==> src/rtl/core/smad_pkg.sv <==
// Shared types and constants of the small matrix core.
`timescale 1ns / 1ps

package smad_pkg;

    localparam int ELEM_W   = 16;
    localparam int VALUE_W  = 64;
    localparam int INDEX_W  = 2;
    localparam int DET_SIZE = 2;

    localparam logic [1:0] KIND_SUM  = 2'd0;
    localparam logic [1:0] KIND_DIFF = 2'd1;
    localparam logic [1:0] KIND_PROD = 2'd2;
    localparam logic [1:0] KIND_DET  = 2'd3;

    typedef struct packed {
        logic [1:0]               kind;
        logic [INDEX_W-1:0]       row;
        logic [INDEX_W-1:0]       col;
        logic signed [VALUE_W-1:0] value;
        logic                     last;
    } res_t;

endpackage

==> src/rtl/core/smad_ifs.sv <==
// Element and result channel interfaces of the small matrix core.
`timescale 1ns / 1ps

interface smad_elem_if;
    import smad_pkg::*;

    logic                     valid;
    logic                     ready;
    logic signed [ELEM_W-1:0] element;

    modport source (output valid, output element, input ready);
    modport sink (input valid, input element, output ready);
endinterface

interface smad_res_if;
    import smad_pkg::*;

    logic                      valid;
    logic                      ready;
    logic [1:0]                kind;
    logic [INDEX_W-1:0]        row;
    logic [INDEX_W-1:0]        col;
    logic signed [VALUE_W-1:0] value;
    logic                      last;

    modport source (output valid, output kind, output row, output col, output value,
                    output last, input ready);
    modport sink (input valid, input kind, input row, input col, input value,
                  input last, output ready);
endinterface

==> src/rtl/core/smad_front.sv <==
// Front end: accepts elements, tags each with its matrix, cell and end-of-load flag.
`timescale 1ns / 1ps

module smad_front #(
    parameter int MATRIX_SIZE  = 2,
    parameter int ELEMENT_BITS = 16,
    localparam int CELLS = MATRIX_SIZE * MATRIX_SIZE,
    localparam int AW    = (CELLS > 1) ? $clog2(CELLS) : 1,
    localparam int QW    = ELEMENT_BITS + AW + 2
) (
    input  logic          clk,
    input  logic          rst_n,
    smad_elem_if.sink     elem,
    output logic          q_valid,
    input  logic          q_ready,
    output logic [QW-1:0] q_data
);
    import smad_pkg::*;

    localparam int LW = $clog2(2 * CELLS);

    logic [LW-1:0] cnt_reg;
    logic [LW-1:0] cnt_next;
    logic [LW-1:0] cnt_b;
    logic          accept;
    logic          is_b;
    logic          is_last;
    logic [AW-1:0] idx;

    assign elem.ready = q_ready;
    assign q_valid    = elem.valid;
    assign accept     = elem.valid && q_ready;

    assign is_b    = cnt_reg >= LW'(CELLS);
    assign is_last = cnt_reg == LW'(2 * CELLS - 1);
    assign cnt_b   = cnt_reg - LW'(CELLS);
    assign idx     = is_b ? cnt_b[AW-1:0] : cnt_reg[AW-1:0];
    assign q_data  = {is_last, is_b, idx, elem.element[ELEMENT_BITS-1:0]};

    always_comb
    begin
        cnt_next = cnt_reg;
        if (accept)
        begin
            cnt_next = is_last ? '0 : LW'(cnt_reg + 1'b1);
        end
    end

    always_ff @(posedge clk or negedge rst_n)
    begin
        if (!rst_n)
        begin
            cnt_reg <= '0;
        end
        else
        begin
            cnt_reg <= cnt_next;
        end
    end

endmodule

==> src/rtl/core/smad_queue.sv <==
// Short item queue between the front and back ends.
`timescale 1ns / 1ps

module smad_queue #(
    parameter int WIDTH = 8,
    parameter int DEPTH = 2
) (
    input  logic             clk,
    input  logic             rst_n,
    input  logic             in_valid,
    output logic             in_ready,
    input  logic [WIDTH-1:0] in_data,
    output logic             out_valid,
    input  logic             out_ready,
    output logic [WIDTH-1:0] out_data
);
    import smad_pkg::*;

    localparam int PW = (DEPTH > 1) ? $clog2(DEPTH) : 1;
    localparam int CW = $clog2(DEPTH + 1);

    logic [WIDTH-1:0] slot_reg [DEPTH];
    logic [PW-1:0]    wr_ptr_reg;
    logic [PW-1:0]    wr_ptr_next;
    logic [PW-1:0]    rd_ptr_reg;
    logic [PW-1:0]    rd_ptr_next;
    logic [CW-1:0]    count_reg;
    logic [CW-1:0]    count_next;
    logic             push;
    logic             pop;

    assign in_ready  = count_reg != CW'(DEPTH);
    assign out_valid = count_reg != '0;
    assign out_data  = slot_reg[rd_ptr_reg];
    assign push      = in_valid && in_ready;
    assign pop       = out_valid && out_ready;

    always_comb
    begin
        wr_ptr_next = wr_ptr_reg;
        rd_ptr_next = rd_ptr_reg;
        count_next  = count_reg;
        if (push)
        begin
            wr_ptr_next = (wr_ptr_reg == PW'(DEPTH - 1)) ? '0 : PW'(wr_ptr_reg + 1'b1);
        end
        if (pop)
        begin
            rd_ptr_next = (rd_ptr_reg == PW'(DEPTH - 1)) ? '0 : PW'(rd_ptr_reg + 1'b1);
        end
        if (push && !pop)
        begin
            count_next = CW'(count_reg + 1'b1);
        end
        else if (pop && !push)
        begin
            count_next = CW'(count_reg - 1'b1);
        end
    end

    always_ff @(posedge clk)
    begin
        if (push)
        begin
            slot_reg[wr_ptr_reg] <= in_data;
        end
    end

    always_ff @(posedge clk or negedge rst_n)
    begin
        if (!rst_n)
        begin
            wr_ptr_reg <= '0;
            rd_ptr_reg <= '0;
            count_reg  <= '0;
        end
        else
        begin
            wr_ptr_reg <= wr_ptr_next;
            rd_ptr_reg <= rd_ptr_next;
            count_reg  <= count_next;
        end
    end

endmodule

==> src/rtl/core/smad_back.sv <==
// Back end: stores both matrices and sequences the sum, difference, product and, for a 2x2 matrix, the determinant.
`timescale 1ns / 1ps

module smad_back #(
    parameter int MATRIX_SIZE  = 2,
    parameter int ELEMENT_BITS = 16,
    localparam int CELLS = MATRIX_SIZE * MATRIX_SIZE,
    localparam int AW    = (CELLS > 1) ? $clog2(CELLS) : 1,
    localparam int QW    = ELEMENT_BITS + AW + 2
) (
    input  logic          clk,
    input  logic          rst_n,
    input  logic          q_valid,
    output logic          q_ready,
    input  logic [QW-1:0] q_data,
    smad_res_if.source    res
);
    import smad_pkg::*;

    localparam int EB       = ELEMENT_BITS;
    localparam int IW       = (MATRIX_SIZE > 1) ? $clog2(MATRIX_SIZE) : 1;
    localparam int RW       = 2 * EB + $clog2(MATRIX_SIZE) + 1;
    localparam int MW       = 2 * EB;
    localparam int PW       = 2 * RW;
    localparam int DW       = (2 * RW + 1 > VALUE_W + 1) ? 2 * RW + 1 : VALUE_W + 1;
    localparam bit WITH_DET = (MATRIX_SIZE == DET_SIZE);

    localparam logic [3:0] S_LOAD = 4'd0;
    localparam logic [3:0] S_RD   = 4'd1;
    localparam logic [3:0] S_EX   = 4'd2;
    localparam logic [3:0] S_ACC  = 4'd3;
    localparam logic [3:0] S_OUT  = 4'd4;
    localparam logic [3:0] S_DRD  = 4'd5;
    localparam logic [3:0] S_DMP  = 4'd6;
    localparam logic [3:0] S_DMQ  = 4'd7;
    localparam logic [3:0] S_DSUB = 4'd8;

    logic [3:0]                state_reg;
    logic [3:0]                state_next;
    logic [1:0]                kind_reg;
    logic [1:0]                kind_next;
    logic [IW-1:0]             row_reg;
    logic [IW-1:0]             row_next;
    logic [IW-1:0]             col_reg;
    logic [IW-1:0]             col_next;
    logic [IW-1:0]             c_reg;
    logic [IW-1:0]             c_next;
    logic signed [RW-1:0]      res_reg;
    logic signed [RW-1:0]      res_next;
    logic signed [VALUE_W-1:0] det_reg;
    logic signed [VALUE_W-1:0] det_next;
    res_t                      out_reg;
    res_t                      out_next;
    logic                      out_valid_reg;
    logic                      out_valid_next;

    logic signed [EB-1:0]      mem_a [CELLS];
    logic signed [EB-1:0]      mem_b [CELLS];
    logic signed [RW-1:0]      mem_p [CELLS];
    logic signed [EB-1:0]      a_rd_reg;
    logic signed [EB-1:0]      b_rd_reg;
    logic signed [RW-1:0]      p0_rd_reg;
    logic signed [RW-1:0]      p1_rd_reg;
    logic signed [2*EB-1:0]    mul_reg;
    logic signed [2*RW-1:0]    dp_reg;
    logic signed [2*RW-1:0]    dq_reg;

    logic signed [EB-1:0]      q_elem;
    logic [AW-1:0]             q_idx;
    logic                      q_is_b;
    logic                      q_last;
    logic                      pop;
    logic                      is_prod;
    logic                      row_last;
    logic                      col_last;
    logic                      c_last;
    logic                      out_free;
    logic [AW-1:0]             cell_idx;
    logic [AW-1:0]             a_addr;
    logic [AW-1:0]             b_addr;
    logic [AW-1:0]             p0_addr;
    logic [AW-1:0]             p1_addr;
    logic signed [RW-1:0]      a_ext;
    logic signed [RW-1:0]      b_ext;
    logic signed [RW-1:0]      mul_ext;
    logic signed [DW-1:0]      dp_ext;
    logic signed [DW-1:0]      dq_ext;
    logic signed [DW-1:0]      diff;
    logic [DW-VALUE_W:0]       diff_hi;
    logic signed [VALUE_W-1:0] det_sat;

    assign q_elem  = q_data[EB-1:0];
    assign q_idx   = q_data[EB+AW-1:EB];
    assign q_is_b  = q_data[EB+AW];
    assign q_last  = q_data[EB+AW+1];
    assign q_ready = state_reg == S_LOAD;
    assign pop     = q_valid && q_ready;

    assign is_prod  = kind_reg == KIND_PROD;
    assign row_last = row_reg == IW'(MATRIX_SIZE - 1);
    assign col_last = col_reg == IW'(MATRIX_SIZE - 1);
    assign c_last   = c_reg == IW'(MATRIX_SIZE - 1);
    assign out_free = !out_valid_reg || res.ready;

    assign cell_idx = AW'(row_reg) * AW'(MATRIX_SIZE) + AW'(col_reg);
    assign a_addr   = is_prod ? AW'(row_reg) * AW'(MATRIX_SIZE) + AW'(c_reg) : cell_idx;
    assign b_addr   = is_prod ? AW'(c_reg) * AW'(MATRIX_SIZE) + AW'(col_reg) : cell_idx;
    assign p0_addr  = (state_reg == S_DRD) ? '0 : AW'(1);
    assign p1_addr  = (state_reg == S_DRD) ? AW'(CELLS - 1) : AW'(CELLS - 2);

    assign a_ext   = {{(RW - EB){a_rd_reg[EB-1]}}, a_rd_reg};
    assign b_ext   = {{(RW - EB){b_rd_reg[EB-1]}}, b_rd_reg};
    assign mul_ext = {{(RW - 2 * EB){mul_reg[2*EB-1]}}, mul_reg};
    assign dp_ext  = {{(DW - 2 * RW){dp_reg[2*RW-1]}}, dp_reg};
    assign dq_ext  = {{(DW - 2 * RW){dq_reg[2*RW-1]}}, dq_reg};
    assign diff    = dp_ext - dq_ext;
    assign diff_hi = diff[DW-1:VALUE_W-1];

    always_comb
    begin
        if ((&diff_hi) || !(|diff_hi))
        begin
            det_sat = diff[VALUE_W-1:0];
        end
        else if (diff[DW-1])
        begin
            det_sat = {1'b1, {(VALUE_W - 1){1'b0}}};
        end
        else
        begin
            det_sat = {1'b0, {(VALUE_W - 1){1'b1}}};
        end
    end

    always_comb
    begin
        state_next     = state_reg;
        kind_next      = kind_reg;
        row_next       = row_reg;
        col_next       = col_reg;
        c_next         = c_reg;
        res_next       = res_reg;
        det_next       = det_reg;
        out_next       = out_reg;
        out_valid_next = out_valid_reg && !res.ready;
        unique case (state_reg)
            S_LOAD:
            begin
                if (pop && q_last)
                begin
                    kind_next  = KIND_SUM;
                    row_next   = '0;
                    col_next   = '0;
                    c_next     = '0;
                    state_next = S_RD;
                end
            end
            S_RD:
            begin
                state_next = S_EX;
            end
            S_EX:
            begin
                if (is_prod)
                begin
                    state_next = S_ACC;
                end
                else
                begin
                    res_next   = (kind_reg == KIND_SUM) ? a_ext + b_ext : a_ext - b_ext;
                    state_next = S_OUT;
                end
            end
            S_ACC:
            begin
                res_next = (c_reg == '0) ? mul_ext : res_reg + mul_ext;
                if (c_last)
                begin
                    state_next = S_OUT;
                end
                else
                begin
                    c_next     = IW'(c_reg + 1'b1);
                    state_next = S_RD;
                end
            end
            S_OUT:
            begin
                if (out_free)
                begin
                    out_valid_next = 1'b1;
                    out_next.kind  = kind_reg;
                    out_next.row   = (kind_reg == KIND_DET) ? '0 : INDEX_W'(row_reg);
                    out_next.col   = (kind_reg == KIND_DET) ? '0 : INDEX_W'(col_reg);
                    out_next.value = (kind_reg == KIND_DET) ? det_reg
                                   : {{(VALUE_W - RW){res_reg[RW-1]}}, res_reg};
                    out_next.last  = (kind_reg == KIND_DET)
                                   || (is_prod && !WITH_DET && row_last && col_last);
                    c_next         = '0;
                    if (kind_reg == KIND_DET)
                    begin
                        state_next = S_LOAD;
                    end
                    else if (row_last && col_last)
                    begin
                        row_next = '0;
                        col_next = '0;
                        if (is_prod)
                        begin
                            if (WITH_DET)
                            begin
                                kind_next  = KIND_DET;
                                state_next = S_DRD;
                            end
                            else
                            begin
                                state_next = S_LOAD;
                            end
                        end
                        else
                        begin
                            kind_next  = kind_reg + 2'd1;
                            state_next = S_RD;
                        end
                    end
                    else
                    begin
                        if (col_last)
                        begin
                            col_next = '0;
                            row_next = IW'(row_reg + 1'b1);
                        end
                        else
                        begin
                            col_next = IW'(col_reg + 1'b1);
                        end
                        state_next = S_RD;
                    end
                end
            end
            S_DRD:
            begin
                state_next = S_DMP;
            end
            S_DMP:
            begin
                state_next = S_DMQ;
            end
            S_DMQ:
            begin
                state_next = S_DSUB;
            end
            S_DSUB:
            begin
                det_next   = det_sat;
                state_next = S_OUT;
            end
            default:
            begin
                state_next = S_LOAD;
            end
        endcase
    end

    always_ff @(posedge clk)
    begin
        if (pop && !q_is_b)
        begin
            mem_a[q_idx] <= q_elem;
        end
        a_rd_reg <= mem_a[a_addr];
    end

    always_ff @(posedge clk)
    begin
        if (pop && q_is_b)
        begin
            mem_b[q_idx] <= q_elem;
        end
        b_rd_reg <= mem_b[b_addr];
    end

    always_ff @(posedge clk)
    begin
        if (state_reg == S_ACC && c_last)
        begin
            mem_p[cell_idx] <= res_next;
        end
        p0_rd_reg <= mem_p[p0_addr];
        p1_rd_reg <= mem_p[p1_addr];
    end

    always_ff @(posedge clk)
    begin
        if (state_reg == S_EX)
        begin
            mul_reg <= MW'(a_rd_reg) * MW'(b_rd_reg);
        end
        if (state_reg == S_DMP)
        begin
            dp_reg <= PW'(p0_rd_reg) * PW'(p1_rd_reg);
        end
        if (state_reg == S_DMQ)
        begin
            dq_reg <= PW'(p0_rd_reg) * PW'(p1_rd_reg);
        end
        res_reg <= res_next;
        det_reg <= det_next;
        out_reg <= out_next;
    end

    always_ff @(posedge clk or negedge rst_n)
    begin
        if (!rst_n)
        begin
            state_reg     <= S_LOAD;
            kind_reg      <= KIND_SUM;
            row_reg       <= '0;
            col_reg       <= '0;
            c_reg         <= '0;
            out_valid_reg <= 1'b0;
        end
        else
        begin
            state_reg     <= state_next;
            kind_reg      <= kind_next;
            row_reg       <= row_next;
            col_reg       <= col_next;
            c_reg         <= c_next;
            out_valid_reg <= out_valid_next;
        end
    end

    assign res.valid = out_valid_reg;
    assign res.kind  = out_reg.kind;
    assign res.row   = out_reg.row;
    assign res.col   = out_reg.col;
    assign res.value = out_reg.value;
    assign res.last  = out_reg.last;

endmodule

==> src/rtl/core/small_matrix_add_sub_mul_det_core.sv <==
// Top level of the small matrix add, subtract, multiply and determinant core.
`timescale 1ns / 1ps

// Feed the elements of A and then B, row-major, one item per cycle on elem; only the
// low ELEMENT_BITS bits of each element count. A two-entry queue takes them while the
// back end is loading, so they go in at one per cycle until a burst starts. The last
// element of B starts a burst on res: all of A+B, then A-B, then A*B in row-major order,
// and for a 2x2 matrix the saturated determinant of the product, flagged by last. Each
// sum or difference goes through a matrix store read, the add and the output register;
// each product element accumulates MATRIX_SIZE terms in turn through one multiplier,
// and the determinant then multiplies two pairs of product cells and subtracts them.
// Elements sent during a burst wait in the queue and stall elem once it is full.
module small_matrix_add_sub_mul_det_core #(
    parameter int MATRIX_SIZE  = 2,
    parameter int ELEMENT_BITS = 16
) (
    input logic        clk,
    input logic        rst_n,
    smad_elem_if.sink  elem,
    smad_res_if.source res
);
    import smad_pkg::*;

    localparam int CELLS = MATRIX_SIZE * MATRIX_SIZE;
    localparam int AW    = (CELLS > 1) ? $clog2(CELLS) : 1;
    localparam int QW    = ELEMENT_BITS + AW + 2;

    logic          fq_valid;
    logic          fq_ready;
    logic [QW-1:0] fq_data;
    logic          qb_valid;
    logic          qb_ready;
    logic [QW-1:0] qb_data;

    smad_front #(
        .MATRIX_SIZE  (MATRIX_SIZE),
        .ELEMENT_BITS (ELEMENT_BITS)
    ) u_front (
        .clk     (clk),
        .rst_n   (rst_n),
        .elem    (elem),
        .q_valid (fq_valid),
        .q_ready (fq_ready),
        .q_data  (fq_data)
    );

    smad_queue #(
        .WIDTH (QW),
        .DEPTH (2)
    ) u_queue (
        .clk       (clk),
        .rst_n     (rst_n),
        .in_valid  (fq_valid),
        .in_ready  (fq_ready),
        .in_data   (fq_data),
        .out_valid (qb_valid),
        .out_ready (qb_ready),
        .out_data  (qb_data)
    );

    smad_back #(
        .MATRIX_SIZE  (MATRIX_SIZE),
        .ELEMENT_BITS (ELEMENT_BITS)
    ) u_back (
        .clk     (clk),
        .rst_n   (rst_n),
        .q_valid (qb_valid),
        .q_ready (qb_ready),
        .q_data  (qb_data),
        .res     (res)
    );

endmodule

==> src/flat_wrapper.sv <==
// flat-port wrapper written by rule: the top's interface ports become plain ports
module small_matrix_add_sub_mul_det_core_flat import smad_pkg::*;
#(
    parameter int MATRIX_SIZE  = 2,
    parameter int ELEMENT_BITS = 16
)
  (clk, rst_n, elem_valid, elem_element, elem_ready, res_valid, res_kind, res_row, res_col, res_value, res_last, res_ready);
  smad_elem_if elem_i ();
  smad_res_if res_i ();
  input logic clk;
  input logic rst_n;
  input wire logic [$bits(elem_i.valid)-1:0] elem_valid;
  input wire logic [$bits(elem_i.element)-1:0] elem_element;
  output wire logic [$bits(elem_i.ready)-1:0] elem_ready;
  output wire logic [$bits(res_i.valid)-1:0] res_valid;
  output wire logic [$bits(res_i.kind)-1:0] res_kind;
  output wire logic [$bits(res_i.row)-1:0] res_row;
  output wire logic [$bits(res_i.col)-1:0] res_col;
  output wire logic [$bits(res_i.value)-1:0] res_value;
  output wire logic [$bits(res_i.last)-1:0] res_last;
  input wire logic [$bits(res_i.ready)-1:0] res_ready;
  assign elem_i.valid = elem_valid;
  assign elem_i.element = elem_element;
  assign elem_ready = elem_i.ready;
  assign res_valid = res_i.valid;
  assign res_kind = res_i.kind;
  assign res_row = res_i.row;
  assign res_col = res_i.col;
  assign res_value = res_i.value;
  assign res_last = res_i.last;
  assign res_i.ready = res_ready;
  small_matrix_add_sub_mul_det_core #(.MATRIX_SIZE(MATRIX_SIZE), .ELEMENT_BITS(ELEMENT_BITS)) u_core (.clk(clk), .rst_n(rst_n), .elem(elem_i), .res(res_i));
endmodule
==> config.mk <==
export PLATFORM = sky130hd
export DESIGN_NAME = small_matrix_add_sub_mul_det_core_flat
export DESIGN_NICKNAME = d
export VERILOG_FILES = /design/src/rtl/core/smad_pkg.sv /design/src/rtl/core/smad_ifs.sv /design/src/rtl/core/smad_front.sv /design/src/rtl/core/smad_queue.sv /design/src/rtl/core/smad_back.sv /design/src/rtl/core/small_matrix_add_sub_mul_det_core.sv /design/src/flat_wrapper.sv
export SDC_FILE = /design/constraint.sdc
export NUM_CORES = 2
export LEC_CHECK = 0
export ABC_AREA = 1
export BUFFER_PORTS_ARGS = -buffer_cell sky130_fd_sc_hd__buf_4
export CAP_MARGIN = 20
export CORE_ASPECT_RATIO = 1.25
export CORE_MARGIN = 4
export CORE_UTILIZATION = 70
export CTS_CLUSTER_SIZE = 40
export DETAILED_ROUTE_END_ITERATION = 8
export PLACE_DENSITY_LB_ADDON = 0.12
export RECOVER_POWER = 25
export SYNTH_ARGS = -nofsm -noshare
export SYNTH_HDL_FRONTEND = slang
export SYNTH_HIERARCHICAL = 1
export SYNTH_SLANG_ARGS = --single-unit
==> constraint.sdc <==
create_clock -name clk -period 15.96 [get_ports clk]
set_clock_uncertainty 0.1 [all_clocks]
set_input_delay 4.788 -clock clk [delete_from_list [all_inputs] [get_ports clk]]
set_output_delay 4.788 -clock clk [all_outputs]
set_load 0.005 [all_outputs]
# Yosys cells after proc, flatten, opt, wreduce, memory -nomap -nowiden
# Memories as Yosys holds them, arrays and structs flattened. A register that Yosys moved wholly into a read port is not among the register bits.
# Index checks and enable logic that the tools add are counted.
# Widths: inputs -> output; s select.
word_totals:
  ff_bits: 354
  mem_bits_rw: 304
  in_bits: 20
  word_cells: 150
  n_memories: 4
mem_list:
  columns: ["name", "depth", "word_bits", "read_ports", "rd_clocked_by_memory_dff", "wr", "line_no", "rtl"]
  rows:
  - ["u_core.u_back.mem_p", 4, 34, 2, 2, 1, "smad_back.sv:59", "logic signed [RW-1:0] mem_p [CELLS];"]
  - ["u_core.u_back.mem_a", 4, 16, 1, 1, 1, "smad_back.sv:57", "logic signed [EB-1:0] mem_a [CELLS];"]
  - ["u_core.u_back.mem_b", 4, 16, 1, 1, 1, "smad_back.sv:58", "logic signed [EB-1:0] mem_b [CELLS];"]
  - ["u_core.u_queue.slot_reg", 2, 20, 1, 0, 1, "smad_queue.sv:22", "logic [WIDTH-1:0] slot_reg [DEPTH];"]
op_classes:
  addsub: 17
  multipliers: 2
  n_lt_le_gt_ge: 1
  n_eq_ne: 17
  n_mux: 55
  reduce_logical: 32
op_table:
  columns: ["cell", "count"]
  rows:
  - ["$mux 64", 3]
  - ["$mux 34", 3]
  - ["$sub 68x68->69", 1]
  - ["$mul 34x34->68", 1]
  - ["$pmux 34 s2", 1]
  - ["$pmux 4 s9", 1]
  - ["$add 34x32->34", 1]
  - ["$mul 16x16->32", 1]
  - ["$mux 1", 25]
  - ["$mux 2", 10]
  - ["$add 16x16->17", 1]
  - ["$sub 16x16->17", 1]
  - ["$eq 4x3->1 const B", 4]
  - ["$mux 4", 4]
  - ["$mux 3", 4]
  - ["$logic_and 1x1->1", 10]
  - ["$ne 2x2->1 const B", 5]
  - ["$reduce_and 5->1", 2]
  - ["$eq 4x2->1 const B", 2]
  - ["$add 2x1->2", 3]
  - ["$logic_not 1->1", 6]
  - ["$reduce_and 6->1", 1]
  - ["$reduce_bool 2->1", 3]
  - ["$reduce_or 6->1", 1]
  - ["other kinds (20)", 30]

# Depth between registers and ports, before layout
logic_depth:
  depth_word: 6
  mapped_depth: 35

# By module
# Netlist, hierarchy kept.
modules_own_cells:
  columns: ["mod", "instances", "cells_per_inst", "area_each_um2"]
  rows:
  - ["smad_back", 1, 9943, 85807.3]
  - ["smad_queue", 1, 133, 1712.9]
  - ["smad_front", 1, 43, 336.6]

# Worst setup path before layout
# OpenSTA, ideal clock, no wires.
synth_timing:
  kind: "input to register"
  startpoint: "in res_ready"
  endpoint: "reg u_core.u_back.out_reg (netlist bit u_core/u_back/res.col[0]) (enable)"
  setup_ns: 0.496
  arrival_ns: 7.711
  path_slack_ns: 7.652
  stages: 2
  path_buffers: 0
  cell_sequence: "nor2_1 > nor2_1"
synth_between:
  elab_chain_len: 2
synth_rtl:
  columns: ["element", "line_no", "rtl"]
  rows:
  - ["from (decl)", "flat_wrapper.sv:21", "input wire logic [$bits(res_i.ready)-1:0] res_ready;"]
  - ["$logic_or 1x1->1", "smad_back.sv:103", "assign out_free = !out_valid_reg || res.ready;"]
  - ["$reduce_and 2->1 (no source line)", null, null]
  - ["to (signal assigned)", "smad_back.sv:309", "out_reg <= out_next;"]
  - ["to (decl)", "smad_back.sv:52", "res_t out_reg;"]
# Every way passes these cells.
# A chain may end at the register's enable or synchronous reset.

# Worst setup path in the final report
layout_timing:
  startpoint: "reg u_core.u_back.p1_rd_reg[0], read port of u_core.u_back.mem_p"
  endpoint: "reg u_core.u_back.dp_reg[58] (data pin)"
layout_between:
  elab_chain_len: 1
layout_rtl:
  columns: ["element", "line_no", "rtl"]
  rows:
  - ["from (decl)", "smad_back.sv:63", "logic signed [RW-1:0] p1_rd_reg;"]
  - ["$mul 34x34->68", "smad_back.sv:301", "dp_reg <= PW'(p0_rd_reg) * PW'(p1_rd_reg);"]
  - ["to (signal assigned)", "smad_back.sv:301", null]
  - ["to (decl)", "smad_back.sv:65", "logic signed [2*RW-1:0] dp_reg;"]
# Every way passes these cells.

==> metrics.cfg <==
[status]
outcome = finished, violations left
violations = max-capacitance violations, max-slew violations

[yosys]
synth_edf_count = 605
synth-compound-area-share_pct = 4.673
yosys_warnings = 6
synth-xor-area-share_pct = 2.052
synth_top_family_by_area = adder cells
netlist_instances = 10119
postSynthAreaPerCell_um2 = 8.682
async_reset_ff_share_pct = 2.249
ys_types = 58
synth-simple-area-share_pct = 15.19
synth-seq-cells = 756
yosysSeqAreaShare_pct = 24.22
yosys_most_used_dff = edfxtp_1
yosys-mux-area-fraction_pct = 0.1823
synth_fa_ha_area_share_pct = 40.17
synthesis.area_mm2 = 0.08786

[sta]
slew_headroom_pct = -191.7
fin_crit_ns = 9.183
timing.final.hold_violations = 0
finalSetupViolCount = 0
grt_setup_unrepaired = no
fin_ws_ns = 6.777
slew_viol_final = 293
post-route-period-util_pct = 57.53
fin_tns_setup_ns = 0
tightestPinTransition_ns = 4.376
clock.fmax_mhz = 108.9

[global_route]
grt_max_degree = 77
grt_pass1_wl_um = 397700
antenna_found_initial = 8
grt_usage_pct = 39.87
overflow = 0
grt_pass1_vias = 72584

[critical_path]
required_ns = 16.28
r2r_start = u_core/u_back/p1_rd_reg[0]$_DFF_P_
endpoint_kind = flip-flop
ff2ff_setup_slack_ns = 6.78
crit_path_max_incr_delay_ns = 1.30
worstPathCellList = clkbuf_1 > nand2_1 > inv_1 > ha_1 > fa_1 > fa_1 > fa_1 > fa_1 > fa_1 > inv_1 > fa_1 > inv_1 > ha_1 > nand2_1 > nor2_1 > inv_1 > nor4_1 > nand2_1 > o21ai_0 > a21oi_1 > xnor2_1
reg2reg_depth = 21
arrival_ns = 9.51
cpMaxStageDelayCell = clkbuf_1
crit_top_cell = fa_1
critPathLaunch = u_core/u_back/p1_rd_reg[0]$_DFF_P_
critPathMaxFanout = 16
rr_endpoint = u_core/u_back/dp_reg[58]$_DFFE_PP_
critPathKind = flip-flop to flip-flop
worstSetupStartpointType = flip-flop
crit_end = u_core/u_back/dp_reg[58]$_DFFE_PP_

[clock_tree]
cts.sinks = 756
cts_tree = yes
cts_resized = 0
cts.clk_slew.worst_paths_ns = 0.06
clk_latency_ns = 0.70
numCtsBuffers = 75
cts_root_buf = clkbuf_16
ctsHtreeMaxLevel = 3
cts_buffer_depth = 3
postCtsSetupBuffers = 0
ctsHoldBuffers = 0

[floorplanning]
die_w_um = 324.9
die_h_um = 404.1
rows = 145
core_mm2 = 0.1248
start_util_pct = 70.39
pin_count = 93
die_area_mm2 = 0.1313

[cells_and_area]
synthToLayoutAreaGrowth_pct = 5.288
largest_reg_flops = 136
final_nets = 11927
stdcell_count = 11670
seq_area_mm2 = 0.02129
nFillCells = 8950
drive_gt1_share_pct = 4.448
multiInputGateArea_mm2 = 0.05486
stdcell_area_mm2 = 0.09250

[run]
timing.max_cap.violations = 6

[place]
dpl_cell_area_mm2 = 0.08990
place_hpwl_um = 205800
portBuffers = 90
gp_congestion = 1.023
dp_slack_ns = 7.277
place_inst = 11530

[drt]
wl_per_cell_um = 22.01
post-route-drc-count = 0
vias_per_cell = 5.781
vias = 67470
drt-initial-drc-count = 6162
ant_nets = 0
drt-pass1-iter-count = 6
finalWirelength_um = 256900

[min_path]
holdCritPathClass = flip-flop to flip-flop
min_from = u_core/u_back/mem_p[0][24]$_DFFE_PP_

[stage by stage]
step	utilization, %	hold slack [ns]
detailed placement	72.02	0.3233
floorplan	-	0.3119
global route	74.10	0.3360
finish	74.11	0.3129
global placement	72.02	0.3136
CTS	74.13	0.3212
[placed cells by master (no fill, tap or decap), types with 17 or more instances in the layout]
cell,count
nand2_1,2706
inv_1,2681
fa_1,1506
edfxtp_1,605
ha_1,411
nor2_1,367
a21oi_1,304
o21ai_0,211
buf_4,208
nand3_1,143
xor2_1,128
dfxtp_1,121
clkbuf_16,77
xnor2_1,76
o211ai_1,47
or2_2,41
o21bai_1,32
nor3_1,31
a21o_1,28
nand4_1,26
a31oi_1,25
nand2_2,18
clkbuf_1,17
dfrtp_1,17
[synthesized netlist by cell type, drive strengths merged, types with 2 or more instances]
cell     count  share of area (%)
o211ai      47               0.40
nand3      145               0.84
clkbuf     367                1.6
buf         56               0.46
nand3b       5              0.043
a211oi       3              0.026
o221a        2              0.026
o22ai       16               0.11
o311ai       3              0.030
a31o         2              0.020
dfrtp       17               0.48
clkinv       4              0.017
o21bai      33               0.28
dfxtp      134                3.1
a221oi      11               0.11
xor2       129                1.3
nor3        44               0.26
o21ai      213                1.2
fa        1506                 34
nor2       380                1.6
nand4       28               0.21
a21oi      305                1.7
a22oi        3              0.026
nand2     2727                 12
or2         41               0.29
o21a        10              0.085
nor4        15               0.12
o221ai       5              0.050
mux2i       16               0.18
o31ai        2              0.017
ha         411                5.9
and3         5              0.036
xnor2       76               0.76
o2111ai      3              0.030
edfxtp     605                 21
a21o        28               0.24
inv       2686                 11
a21boi       6              0.051
a31oi       25               0.18
[worst min-delay path by stage]
stage,endpoint,slack (ns),depth (start not counted)
after floorplan,u_core/u_back/p0_rd_reg[0]$_DFF_P_,0.31,2
after global placement,u_core/u_back/p1_rd_reg[29]$_DFF_P_,0.31,2
after detailed placement,u_core/u_back/p1_rd_reg[32]$_DFF_P_,0.32,2
after CTS,u_core/u_back/p0_rd_reg[24]$_DFF_P_,0.32,2
after global routing,u_core/u_back/p0_rd_reg[24]$_DFF_P_,0.34,2
final,u_core/u_back/p0_rd_reg[24]$_DFF_P_,0.31,2
[layout make-up]
cell class | instances | area share [%]
sequential | 756 | 23.02
clock inverter | 48 | 0.6831
timing repair buffer | 216 | 1.721
inverter | 2690 | 10.92
tap | 1617 | 2.187
clock buffer | 89 | 2.164
multi-input combinational | 6251 | 59.30
antenna | 3 | 0.008116
[worst max-delay path: cells and delay by family, from the launching register on]
family / cells / cell delay [ns]
compound gates: 2 / 0.86
flops: 1 / 0.30
fa+ha+maj: 8 / 4.41
xor+xnor: 1 / 0.18
simple gates: 5 / 1.22
buf+inv: 5 / 1.79
[metal layers]
layer | track usage, % | vias up | routed length (um)
li1 | - | 29379 | -
met1 | 44.30 | 33153 | 84790
met2 | 69.87 | 3639 | 129400
met3 | 7.020 | 1299 | 20190
met4 | 27.96 | 0 | 22510
met5 | 0 | - | 0
[cell families (layout without fill, tap and decap cells)]
logic type / after synthesis / count (layout)
other cells: 1 / 5
flops: 756 / 756
compound gates: 720 / 720
xor+xnor: 205 / 205
simple gates: 3391 / 3391
buf+inv: 3113 / 3043
fa+ha+maj: 1917 / 1917
mux: 16 / 16
Power is left out: the tool's default activity adds up to more than one toggle a clock period on the data nets, which glitch-free logic cannot reach.
